==> src/rtl/round_robin_job_scheduler_unit_macros.svh <==
// ----------------------------------------------------------------------------
// Round-robin job scheduler assertion macros
// Shared concurrent assertion forms for the scheduler modules.
// ----------------------------------------------------------------------------
`ifndef ROUND_ROBIN_JOB_SCHEDULER_UNIT_MACROS_SVH
`define ROUND_ROBIN_JOB_SCHEDULER_UNIT_MACROS_SVH

// Same-cycle implication, disabled during reset.
`define RRJS_ASSERT_IMPL(label, clk, rst, ante, cons, msg) \
   label: assert property (@(posedge clk) disable iff (rst) (ante) |-> (cons)) \
      else $error(msg);

// Next-cycle implication, disabled during reset.
`define RRJS_ASSERT_NEXT(label, clk, rst, ante, cons, msg) \
   label: assert property (@(posedge clk) disable iff (rst) (ante) |=> (cons)) \
      else $error(msg);

`endif

==> src/rtl/rrjs_pkg.sv <==
// ----------------------------------------------------------------------------
// Round-robin job scheduler package
// Sizes, record codes, register indexes and the types shared by the modules.
// ----------------------------------------------------------------------------
`timescale 1ns / 1ps

package rrjs_pkg;

   localparam int MAX_JOBS = 8;
   localparam int IDX_W    = $clog2(MAX_JOBS);
   localparam int CNT_W    = $clog2(MAX_JOBS + 1);

   localparam int CLOCK_W  = 24;
   localparam int TIME_W   = 16;
   localparam int QUANT_W  = 8;

   // Record kinds
   localparam logic [1:0] KIND_IDLE = 2'd0;
   localparam logic [1:0] KIND_DONE = 2'd1;
   localparam logic [1:0] KIND_STOP = 2'd2;

   // Register indexes
   localparam logic CSR_QUANTUM    = 1'b0;
   localparam logic CSR_TIME_LIMIT = 1'b1;

   localparam logic [QUANT_W-1:0] QUANTUM_RESET    = 8'd2;
   localparam logic [TIME_W-1:0]  TIME_LIMIT_RESET = 16'd100;

   typedef struct packed {
      logic [15:0] arrival_time;
      logic [15:0] service_time;
      logic        last_job;
   } req_data_type;

   typedef struct packed {
      logic [1:0]  kind;
      logic [3:0]  job_index;
      logic [23:0] start_time;
      logic [23:0] end_time;
      logic        last_result;
   } rsp_data_type;

   typedef struct packed {
      logic load_write;   // accepted job beat
      logic admit_push;   // move next arrived job to queue tail
      logic idle_step;    // one idle time unit
      logic emit_idle;    // send the open idle run
      logic emit_stop;    // send the stop record
      logic serve_step;   // service turn, job stays
      logic serve_finish; // service turn, job leaves
      logic clear_batch;  // return pointers, counts and clock to zero
   } cmd_type;

   typedef struct packed {
      logic req_last;
      logic can_admit;
      logic queue_empty;
      logic all_admitted;
      logic idle_active;
      logic over_limit;
      logic finish_hit;
      logic finish_last;
      logic out_free;
   } status_type;

endpackage

==> src/rtl/round_robin_job_scheduler_unit.sv <==
// ----------------------------------------------------------------------------
// Round-robin job scheduler
// Loads a batch of jobs, then plays out round-robin service with a quantum.
//
//   channel   dir  handshake          payload
//   req_      in   valid / stall      rrjs_pkg::req_data_type (one job)
//   rsp_      out  valid / stall      rrjs_pkg::rsp_data_type (one record)
//   csr_      in   valid / ready      csr_index, csr_wdata
//
// Loading accepts one job beat per cycle. After the last job the controller
// steps the simulation: it admits each arrived job, counts idle time units
// while the queue is empty, sends each idle-run record and serves turns.
// Input is stalled for the whole simulation; an output stall holds the
// controller on the next record. Synchronous reset; no clearing pass.
// ----------------------------------------------------------------------------
`timescale 1ns / 1ps

module round_robin_job_scheduler_unit (
   input  logic                   clock,
   input  logic                   reset,
   input  logic                   req_valid,
   output logic                   req_stall,
   input  rrjs_pkg::req_data_type req_data,
   output logic                   rsp_valid,
   input  logic                   rsp_stall,
   output rrjs_pkg::rsp_data_type rsp_data,
   input  logic                   csr_valid,
   output logic                   csr_ready,
   input  logic                   csr_index,
   input  logic [15:0]            csr_wdata
);

   rrjs_pkg::cmd_type    cmd;
   rrjs_pkg::status_type status;

   rrjs_ctrl u_ctrl (
      .clock     (clock),
      .reset     (reset),
      .req_valid (req_valid),
      .req_stall (req_stall),
      .status    (status),
      .cmd       (cmd)
   );

   rrjs_datapath u_datapath (
      .clock     (clock),
      .reset     (reset),
      .req_data  (req_data),
      .rsp_valid (rsp_valid),
      .rsp_stall (rsp_stall),
      .rsp_data  (rsp_data),
      .csr_valid (csr_valid),
      .csr_ready (csr_ready),
      .csr_index (csr_index),
      .csr_wdata (csr_wdata),
      .cmd       (cmd),
      .status    (status)
   );

endmodule

==> src/rtl/rrjs_datapath.sv <==
// ----------------------------------------------------------------------------
// Round-robin job scheduler datapath
// Job stores, ready queue, pointers, clock, config registers and result beat.
// ----------------------------------------------------------------------------
`timescale 1ns / 1ps
`include "round_robin_job_scheduler_unit_macros.svh"

module rrjs_datapath (
   input  logic                  clock,
   input  logic                  reset,
   input  rrjs_pkg::req_data_type req_data,
   output logic                  rsp_valid,
   input  logic                  rsp_stall,
   output rrjs_pkg::rsp_data_type rsp_data,
   input  logic                  csr_valid,
   output logic                  csr_ready,
   input  logic                  csr_index,
   input  logic [15:0]           csr_wdata,
   input  rrjs_pkg::cmd_type     cmd,
   output rrjs_pkg::status_type  status
);

   localparam int IW = rrjs_pkg::IDX_W;
   localparam int CW = rrjs_pkg::CNT_W;
   localparam int NJ = rrjs_pkg::MAX_JOBS;

   logic [rrjs_pkg::TIME_W-1:0]  arrivals_ff  [NJ];
   logic [rrjs_pkg::TIME_W-1:0]  arrivals_in  [NJ];
   logic [rrjs_pkg::TIME_W-1:0]  remaining_ff [NJ];
   logic [rrjs_pkg::TIME_W-1:0]  remaining_in [NJ];
   logic [IW-1:0]                queue_ff     [NJ];
   logic [IW-1:0]                queue_in     [NJ];

   logic [CW-1:0]                qlen_ff, qlen_in;
   logic [CW-1:0]                loaded_ff, loaded_in;
   logic [CW-1:0]                admit_ff, admit_in;
   logic [IW-1:0]                sp_ff, sp_in;
   logic [rrjs_pkg::CLOCK_W-1:0] clock_ff, clock_in;
   logic                         idle_ff, idle_in;
   logic [rrjs_pkg::CLOCK_W-1:0] idle_start_ff, idle_start_in;
   logic [rrjs_pkg::QUANT_W-1:0] quantum_ff, quantum_in;
   logic [rrjs_pkg::TIME_W-1:0]  limit_ff, limit_in;
   logic                         rsp_valid_ff, rsp_valid_in;
   rrjs_pkg::rsp_data_type       rsp_data_ff, rsp_data_in;

   logic [IW-1:0]                admit_idx;
   logic [IW-1:0]                spx;
   logic [IW-1:0]                job;
   logic [rrjs_pkg::QUANT_W-1:0] q_eff;
   logic [rrjs_pkg::CLOCK_W-1:0] clock_serve;
   logic [rrjs_pkg::CLOCK_W-1:0] clock_next_idle;
   logic                         out_free;
   logic                         out_load;

   assign admit_idx       = admit_ff[IW-1:0];
   assign spx             = ({1'b0, sp_ff} >= (IW+1)'(qlen_ff)) ? '0 : sp_ff;
   assign job             = queue_ff[spx];
   assign q_eff           = (quantum_ff == '0) ? rrjs_pkg::QUANT_W'(1) : quantum_ff;
   assign clock_serve     = clock_ff + rrjs_pkg::CLOCK_W'(q_eff);
   assign clock_next_idle = clock_ff + rrjs_pkg::CLOCK_W'(1);
   assign out_free        = !rsp_valid_ff || !rsp_stall;
   assign out_load        = cmd.emit_idle || cmd.emit_stop || cmd.serve_finish;

   assign status.req_last     = req_data.last_job;
   assign status.can_admit    = (admit_ff < loaded_ff) && (qlen_ff < CW'(NJ)) &&
                                (rrjs_pkg::CLOCK_W'(arrivals_ff[admit_idx]) <= clock_ff);
   assign status.queue_empty  = (qlen_ff == '0);
   assign status.all_admitted = (admit_ff == loaded_ff);
   assign status.idle_active  = idle_ff;
   assign status.over_limit   = clock_next_idle > rrjs_pkg::CLOCK_W'(limit_ff);
   assign status.finish_hit   = remaining_ff[job] <= rrjs_pkg::TIME_W'(q_eff);
   assign status.finish_last  = (qlen_ff == CW'(1)) && (admit_ff == loaded_ff);
   assign status.out_free     = out_free;

   assign csr_ready = 1'b1;
   assign rsp_valid = rsp_valid_ff;
   assign rsp_data  = rsp_data_ff;

   always_comb begin
      arrivals_in   = arrivals_ff;
      remaining_in  = remaining_ff;
      queue_in      = queue_ff;
      qlen_in       = qlen_ff;
      loaded_in     = loaded_ff;
      admit_in      = admit_ff;
      sp_in         = sp_ff;
      clock_in      = clock_ff;
      idle_in       = idle_ff;
      idle_start_in = idle_start_ff;
      quantum_in    = quantum_ff;
      limit_in      = limit_ff;
      rsp_valid_in  = rsp_valid_ff;
      rsp_data_in   = rsp_data_ff;

      if (csr_valid) begin
         unique case (csr_index)
            rrjs_pkg::CSR_QUANTUM:    quantum_in = csr_wdata[rrjs_pkg::QUANT_W-1:0];
            rrjs_pkg::CSR_TIME_LIMIT: limit_in   = csr_wdata;
            default:                  limit_in   = limit_ff;
         endcase
      end

      // Drop jobs beyond the batch capacity.
      if (cmd.load_write && (loaded_ff < CW'(NJ))) begin
         arrivals_in[loaded_ff[IW-1:0]]  = req_data.arrival_time;
         remaining_in[loaded_ff[IW-1:0]] = req_data.service_time;
         loaded_in                       = loaded_ff + CW'(1);
      end

      if (cmd.admit_push) begin
         queue_in[qlen_ff[IW-1:0]] = admit_idx;
         qlen_in                   = qlen_ff + CW'(1);
         admit_in                  = admit_ff + CW'(1);
      end

      if (cmd.idle_step) begin
         if (!idle_ff) begin
            idle_start_in = clock_ff;
         end
         idle_in  = 1'b1;
         clock_in = clock_next_idle;
      end

      if (cmd.serve_step) begin
         remaining_in[job] = remaining_ff[job] - rrjs_pkg::TIME_W'(q_eff);
         sp_in             = spx + IW'(1);
         clock_in          = clock_serve;
      end

      // Close the gap left by the finished job; the pointer stays put.
      if (cmd.serve_finish) begin
         for (int k = 0; k < NJ - 1; k++) begin
            if (k >= int'(spx)) begin
               queue_in[k] = queue_ff[k + 1];
            end
         end
         qlen_in  = qlen_ff - CW'(1);
         sp_in    = spx;
         clock_in = clock_serve;
      end

      if (out_load) begin
         rsp_valid_in = 1'b1;
         priority if (cmd.serve_finish) begin
            rsp_data_in.kind        = rrjs_pkg::KIND_DONE;
            rsp_data_in.job_index   = 4'(job);
            rsp_data_in.start_time  = '0;
            rsp_data_in.end_time    = clock_serve;
            rsp_data_in.last_result = status.finish_last;
         end else if (cmd.emit_stop) begin
            rsp_data_in.kind        = rrjs_pkg::KIND_STOP;
            rsp_data_in.job_index   = '0;
            rsp_data_in.start_time  = '0;
            rsp_data_in.end_time    = clock_ff;
            rsp_data_in.last_result = 1'b1;
         end else begin
            rsp_data_in.kind        = rrjs_pkg::KIND_IDLE;
            rsp_data_in.job_index   = '0;
            rsp_data_in.start_time  = idle_start_ff;
            rsp_data_in.end_time    = clock_ff;
            rsp_data_in.last_result = 1'b0;
         end
      end else if (!rsp_stall) begin
         rsp_valid_in = 1'b0;
      end

      if (cmd.emit_idle) begin
         idle_in = 1'b0;
      end

      if (cmd.clear_batch) begin
         qlen_in   = '0;
         loaded_in = '0;
         admit_in  = '0;
         sp_in     = '0;
         clock_in  = '0;
         idle_in   = 1'b0;
      end
   end

   always_ff @(posedge clock) begin
      if (reset) begin
         qlen_ff      <= '0;
         loaded_ff    <= '0;
         admit_ff     <= '0;
         sp_ff        <= '0;
         clock_ff     <= '0;
         idle_ff      <= 1'b0;
         quantum_ff   <= rrjs_pkg::QUANTUM_RESET;
         limit_ff     <= rrjs_pkg::TIME_LIMIT_RESET;
         rsp_valid_ff <= 1'b0;
      end else begin
         qlen_ff      <= qlen_in;
         loaded_ff    <= loaded_in;
         admit_ff     <= admit_in;
         sp_ff        <= sp_in;
         clock_ff     <= clock_in;
         idle_ff      <= idle_in;
         quantum_ff   <= quantum_in;
         limit_ff     <= limit_in;
         rsp_valid_ff <= rsp_valid_in;
      end
   end

   always_ff @(posedge clock) begin
      arrivals_ff   <= arrivals_in;
      remaining_ff  <= remaining_in;
      queue_ff      <= queue_in;
      idle_start_ff <= idle_start_in;
      rsp_data_ff   <= rsp_data_in;
   end

   `RRJS_ASSERT_IMPL(a_emit_needs_slot, clock, reset, out_load, out_free, "record emitted into a busy output")
   `RRJS_ASSERT_IMPL(a_queue_within_admitted, clock, reset, 1'b1, qlen_ff <= admit_ff, "queue longer than admitted jobs")
   `RRJS_ASSERT_IMPL(a_admit_within_loaded, clock, reset, 1'b1, admit_ff <= loaded_ff, "admit pointer past loaded jobs")
   `RRJS_ASSERT_NEXT(a_stop_clears_clock, clock, reset, cmd.emit_stop, clock_ff == '0 && qlen_ff == '0, "batch not cleared after stop")

endmodule

==> src/rtl/rrjs_ctrl.sv <==
// ----------------------------------------------------------------------------
// Round-robin job scheduler controller
// Sequences loading, admission, idle counting, service turns and record beats.
// ----------------------------------------------------------------------------
`timescale 1ns / 1ps

module rrjs_ctrl (
   input  logic                 clock,
   input  logic                 reset,
   input  logic                 req_valid,
   output logic                 req_stall,
   input  rrjs_pkg::status_type status,
   output rrjs_pkg::cmd_type    cmd
);

   typedef enum logic [6:0] {
      S_LOAD      = 7'b0000001,
      S_ADMIT     = 7'b0000010,
      S_CHOOSE    = 7'b0000100,
      S_EMIT_IDLE = 7'b0001000,
      S_IDLE_STOP = 7'b0010000,
      S_EMIT_STOP = 7'b0100000,
      S_SERVE     = 7'b1000000
   } state_type;

   state_type state_ff, state_in;

   assign req_stall = (state_ff != S_LOAD);

   always_comb begin
      state_in = state_ff;
      cmd      = '0;
      unique case (state_ff)
         S_LOAD: begin
            if (req_valid) begin
               cmd.load_write = 1'b1;
               if (status.req_last) begin
                  state_in = S_ADMIT;
               end
            end
         end
         S_ADMIT: begin
            if (status.can_admit) begin
               cmd.admit_push = 1'b1;
            end else begin
               state_in = S_CHOOSE;
            end
         end
         S_CHOOSE: begin
            priority if (status.queue_empty && status.all_admitted) begin
               cmd.clear_batch = 1'b1;
               state_in        = S_LOAD;
            end else if (status.queue_empty) begin
               cmd.idle_step = 1'b1;
               state_in      = status.over_limit ? S_IDLE_STOP : S_ADMIT;
            end else if (status.idle_active) begin
               state_in = S_EMIT_IDLE;
            end else begin
               state_in = S_SERVE;
            end
         end
         S_EMIT_IDLE: begin
            if (status.out_free) begin
               cmd.emit_idle = 1'b1;
               state_in      = S_SERVE;
            end
         end
         S_IDLE_STOP: begin
            if (status.out_free) begin
               cmd.emit_idle = 1'b1;
               state_in      = S_EMIT_STOP;
            end
         end
         S_EMIT_STOP: begin
            if (status.out_free) begin
               cmd.emit_stop   = 1'b1;
               cmd.clear_batch = 1'b1;
               state_in        = S_LOAD;
            end
         end
         S_SERVE: begin
            // Hold a finishing turn until the output register frees up.
            if (!status.finish_hit) begin
               cmd.serve_step = 1'b1;
               state_in       = S_ADMIT;
            end else if (status.out_free) begin
               cmd.serve_finish = 1'b1;
               if (status.finish_last) begin
                  cmd.clear_batch = 1'b1;
                  state_in        = S_LOAD;
               end else begin
                  state_in = S_ADMIT;
               end
            end
         end
         default: begin
            state_in = S_LOAD;
         end
      endcase
   end

   always_ff @(posedge clock) begin
      if (reset) begin
         state_ff <= S_LOAD;
      end else begin
         state_ff <= state_in;
      end
   end

endmodule
==> config.mk <==
export PLATFORM = sky130hd
export DESIGN_NAME = round_robin_job_scheduler_unit
export DESIGN_NICKNAME = d
export VERILOG_FILES = /design/src/rtl/rrjs_pkg.sv /design/src/rtl/round_robin_job_scheduler_unit.sv /design/src/rtl/rrjs_datapath.sv /design/src/rtl/rrjs_ctrl.sv
export VERILOG_INCLUDE_DIRS = /design/src /design/src/rtl
export SDC_FILE = /design/constraint.sdc
export NUM_CORES = 1
export LEC_CHECK = 0
export BUFFER_PORTS_ARGS = -buffer_cell sky130_fd_sc_hd__buf_2
export CAP_MARGIN = 20
export CORE_UTILIZATION = 35
export DETAILED_ROUTE_END_ITERATION = 10
export PLACE_DENSITY = 0.55
export SYNTH_ARGS = -nofsm -noshare
export SYNTH_HDL_FRONTEND = slang
export SYNTH_HIERARCHICAL = 1
export SYNTH_SLANG_ARGS = --single-unit
==> constraint.sdc <==
create_clock -name clock -period 9.61 [get_ports clock]
set_input_delay 1.922 -clock clock [delete_from_list [all_inputs] [get_ports clock]]
set_output_delay 1.922 -clock clock [all_outputs]
set_load 0.005 [all_outputs]
======== After elaboration in Yosys (flattened, before gate mapping) ========
Index checks and enable logic that the tools add are counted.
storage, ports and cells
  flip-flop bits (word level) ............. 431
  logic and storage cells ................. 196
cells by class
  add/sub/neg operators ................... 8
  magnitude comparators ................... 22
  equality and inequality tests ........... 18
  muxes and demuxes ....................... 74
  bitwise operators ....................... 7
  reduce and logical (&&, ||, !) cells .... 26
operator list
  kind                                                                          count
  128-bit bitwise mux                                                           3
  128-bit 2-to-1 mux                                                            2
  16-bit binary-select mux with 3-bit select                                    2
  16-bit demux with 3-bit select                                                2
  16-bit 2-to-1 mux                                                             6
  24-bit 2-to-1 mux                                                             4
  7-bit 2-to-1 mux                                                              11
  55-bit 2-to-1 mux                                                             1
  52-bit 2-to-1 mux                                                             1
  7-bit one-hot mux with 7 select lines                                         1
  3-bit 2-to-1 mux                                                              13
  24-bit by 1-bit adder with 24-bit output, second input constant               1
  24-bit by 8-bit adder with 24-bit output                                      1
  24-bit bitwise mux                                                            1
  24-bit by 16-bit > comparator with 1-bit output                               1
  16-bit by 24-bit <= comparator with 1-bit output                              1
  21-bit 2-to-1 mux                                                             1
  4-bit >= comparator, second input constant                                    5
  3-bit NOT with 4-bit output                                                   5
  16-bit by 8-bit <= comparator with 1-bit output                               1
  16-bit by 8-bit subtractor with 16-bit output                                 1
  1-bit 2-to-1 mux                                                              15
  4-bit by 1-bit adder with 4-bit output, second input constant                 3
  4-bit by 1-bit less-than comparator with 1-bit output, second input constant  3
  40 further kinds                                                              70

======== Longest topological paths before layout ========
  depth after elaboration ................. 15
  mapped depth ............................ 40
  gate-level depth less buffers ........... 35

======== Hierarchy ========
The synthesis kept the hierarchy.
by module, submodules not included
  module         times used  cells an instance  area each (um^2)  seq. area each (um^2)
  rrjs_datapath  1           1951               20388.3           10560.1
  rrjs_ctrl      1           75                 555.5             140.1

======== Least setup slack after synthesis ========
Ideal clock, no wire load.
  kind .................................... register to register
  start point ............................. register u_datapath.sp_ff[0]
  end point ............................... register u_datapath.rsp_data_ff (netlist bit u_datapath/rsp_data[0]), enable pin
  library setup time ...................... 0.408 ns
  arrival time ............................ 7.208 ns
  data required time ...................... 9.202 ns
  path slack .............................. 1.994 ns
  cell stages (with the launch flop) ...... 32
  buffers on the path ..................... 6
  period minus slack after synthesis ...... 7.616 ns
  path through ............................ dfxtp_1 buf_2 inv_1 ha_1 nand2b_1 a211o_1 a21oi_4 inv_1 nand3b_1 nand3_1 a21oi_2 clkbuf_1 buf_1 clkbuf_1 o21ai_0 fa_1 nand2_1 nand2_1 a21oi_1 o21ai_0 a21oi_1 nor2b_1 o21a_1 nor2_1 nor2_1 nor4_1 nand2_1 nor2_1 clkbuf_1 buf_1 nor3_1 inv_1
RTL lines
  what                      line                  source
  start: declaration        rrjs_datapath.sv:37   logic [IW-1:0] sp_ff, sp_in;
  start signal: assignment  rrjs_datapath.sv:196  sp_ff <= sp_in;
  end signal: assignment    rrjs_datapath.sv:210  rsp_data_ff <= rsp_data_in;
  end: declaration          rrjs_datapath.sv:44   rrjs_pkg::rsp_data_type rsp_data_ff, rsp_data_in;

==> flow_metrics.env <==
export IMPL_end_kind="flip-flop"
export IMPL_critPathKind="reg2reg"
export IMPL_maxSlewViolCount=0
export IMPL_area_growth_pct=14.07
export IMPL_syn_area_mm2=0.02094
export IMPL_ctsHoldBuffers=0
export IMPL_slowest_stage="dfxtp_1"
export IMPL_drt_iter0_markers=1252
export IMPL_slew_limit_headroom=0.3634
export IMPL_clk_path_buf_depth=3
export IMPL_powerDensity_mw_per_mm2=216.8
export IMPL_synth_seq_area_share=0.5109
export IMPL_dr_total_vias=15120
export IMPL_netlist_top_cell_by_area="edfxtp_1"
export IMPL_synth_top_cells_by_count="nand2_1, dfxtp_1, edfxtp_1, a21oi_1, mux2i_1"
export IMPL_drt_pass1_iter_count=5
export IMPL_grt_pass1_vias=14610
export IMPL_ys_ff_latch=430
export IMPL_yosysWarnings=6
export IMPL_drive_above_1_share=0.1510
export IMPL_rsz0062_at_grt="no"
export IMPL_die_area_mm2=0.06082
export IMPL_grt_pass1_wl_mm=86.08
export IMPL_post_cts_resized=0
export IMPL_setup_violations=0
export IMPL_fp_row_count=89
export IMPL_hold_ws_ns=0.4568
export IMPL_outcome="finished clean"
export IMPL_netlist_instances=2026
export IMPL_finalCriticalPeriod_ns=8.189
export IMPL_grt_overflow=0
export IMPL_drc=0
export IMPL_fp_dieH_um=246.6
export IMPL_hp_class="reg2reg"
export IMPL_place_congestion=0.8722
export IMPL_peakVddDrop_uv=125.0
export IMPL_clk_pin_slew_ns=0.07
export IMPL_ant_nets=0
export IMPL_cts_tree="built"
export IMPL_async_reset_ff_frac=0
export IMPL_fmax_ghz=0.1221
export IMPL_cts_root_buf="clkbuf_16"
export IMPL_port_buffers=110
export IMPL_maxCapViolations=0
export IMPL_coreArea_mm2=0.05902
export IMPL_via_per_inst=5.236
export IMPL_hold_viol_final=0
export IMPL_hpwlAfterDp_mm=37.28
export IMPL_synth_ff_type="dfxtp_1"
export IMPL_clock_sinks=430
export IMPL_synth_edff_count=209
export IMPL_wl_per_cell_um=19.34
export IMPL_power_total_mw=5.179
export IMPL_max_stage_delay_ns=0.59
export IMPL_totalWireLength_mm=55.84
export IMPL_h_tree_depth=2
export IMPL_p_leak_nw=8.709
export IMPL_dpl_cell_area_mm2=0.02224
export IMPL_cp_arrival_ns=8.63
export IMPL_synth_cell_types=79
export IMPL_crit_path_start_kind="flip-flop"
export IMPL_postCtsSetupBuffers=0
export IMPL_yosysMostFrequentCell="nand2_1"
export IMPL_initial_utilization=0.3549
export IMPL_io_pins=113
export IMPL_clock_skew_ns=0.03354
export IMPL_grt_total_usage=0.1826
export IMPL_worstSkewPairLatency_ns=0.59
export IMPL_fp_dieW_um=246.6
export IMPL_synth_nets=2147
export IMPL_ys_top_cells_by_area="edfxtp_1, dfxtp_1, mux2i_1"
export IMPL_worst_pin_slew_ns=0.9526
export IMPL_layout_nets=2196
export IMPL_synth_avg_cell_area_um2=10.34
export IMPL_tns_ns=0
export IMPL_cts_buffers=46
export IMPL_worst_path_max_fanout=41
export IMPL_postLayoutCellArea_mm2=0.02389
export IMPL_synth_top_area_frac=0.2997
export IMPL_grt_max_degree=45
export IMPL_min_period_over_period=0.8521
export IMPL_crit_required_ns=10.05
export IMPL_antenna_found_initial=6
export IMPL_post_route_util=0.4048
-- worst max-delay path, delay by kind of cell, from the launching register on --
kind | cells | cell delay, ns
compound gates | 11 | 2.64
xor+xnor | 1 | 0.15
fa+ha+maj | 3 | 0.90
buf+inv | 7 | 1.76
flops | 1 | 0.59
simple gates | 14 | 1.93
-- layout make-up --
type	count	area (µm²)
Clock inverter	30	421.7
Fill cell	5645	35130
Sequential cell	430	10700
Clock buffer	55	1216
Multi-Input combinational cell	1383	9512
Timing Repair Buffer	142	794.5
Tap cell	773	967.2
Inverter	72	270.3
Antenna cell	2	5.005
-- layout by cell type, fill, tap and decap left out, drive strengths merged, types with 71 or more instances in the layout --
cell type  synthesis  routed
nand2            264     264
buf               44     142
a211oi            75      75
mux2i            125     125
edfxtp           209     209
o21ai            110     110
a21oi            143     143
nor2             121     121
inv               70      71
dfxtp            221     221
-- final timing paths --
| check | slack [ns] | cells past startpoint | end | startpoint |
|---|---|---|---|---|
| setup reg to reg | 1.42 | 36 | u_datapath/clock_ff[17]$_SDFFE_PP0P_ | u_datapath/sp_ff[0]$_SDFFE_PP0P_ |
| hold reg to reg | 0.46 | 2 | u_datapath/limit_ff[14]$_SDFFE_PP0P_ | u_datapath/limit_ff[14]$_SDFFE_PP0P_ |
| hold / removal | 0.46 | 2 | u_datapath/limit_ff[14]$_SDFFE_PP0P_ | u_datapath/limit_ff[14]$_SDFFE_PP0P_ |
| setup / recovery | 1.42 | 36 | u_datapath/clock_ff[17]$_SDFFE_PP0P_ | u_datapath/sp_ff[0]$_SDFFE_PP0P_ |
-- logic make-up (layout without fill, tap and decap cells) --
| family | after synthesis | count (layout) | share of synthesized area |
|---|---|---|---|
| other | 2 | 4 | 0.0003586 |
| multiplexers | 192 | 192 | 0.1135 |
| adder cells (fa/ha/maj) | 66 | 66 | 0.04015 |
| buffers and inverters | 213 | 299 | 0.04032 |
| AND/OR/NAND/NOR | 647 | 647 | 0.1468 |
| AO/OA/AOI/OAI | 397 | 397 | 0.1149 |
| XOR/XNOR | 79 | 79 | 0.03304 |
| flip-flops | 430 | 430 | 0.5109 |
-- layer usage --
metal / up-vias / part of all wire / track usage
met5: - / 0.00093 / 0
met1: 7342 / 0.47 / 0.2549
li1: 7299 / - / -
met2: 387 / 0.46 / 0.2921
met3: 81 / 0.052 / 0.03094
met4: 8 / 0.018 / 0.04521
-- through the flow --
stage          setup WS, ns  cells
5_1_grt              0.7578   2886
4_1_cts               1.564   2884
6_report              1.421   2887
2_1_floorplan         1.994   2026
3_3_place_gp          1.824   2799
3_5_place_dp          1.575   2799
-- report_power, final --
part	internal [mW]	switching (mW)	total, mW
Combinational	0.407	0.664	1.07
Sequential	2.10	0.0882	2.19
Clock	1.17	0.744	1.92
Total	3.68	1.50	5.18
-- flip-flops by register name, summed over array words and instances (netlist names), 7 cells and up --
register,cells
u_datapath/idle_start_ff,24
u_datapath/rsp_data,54
u_datapath/limit_ff,16
u_datapath/quantum_ff,8
u_datapath/queue_ff,24
u_datapath/clock_ff,24
u_datapath/remaining_ff,128
u_datapath/arrivals_ff,128
u_ctrl/state_ff,7
Note: power is estimated with default switching activity, not from simulation.
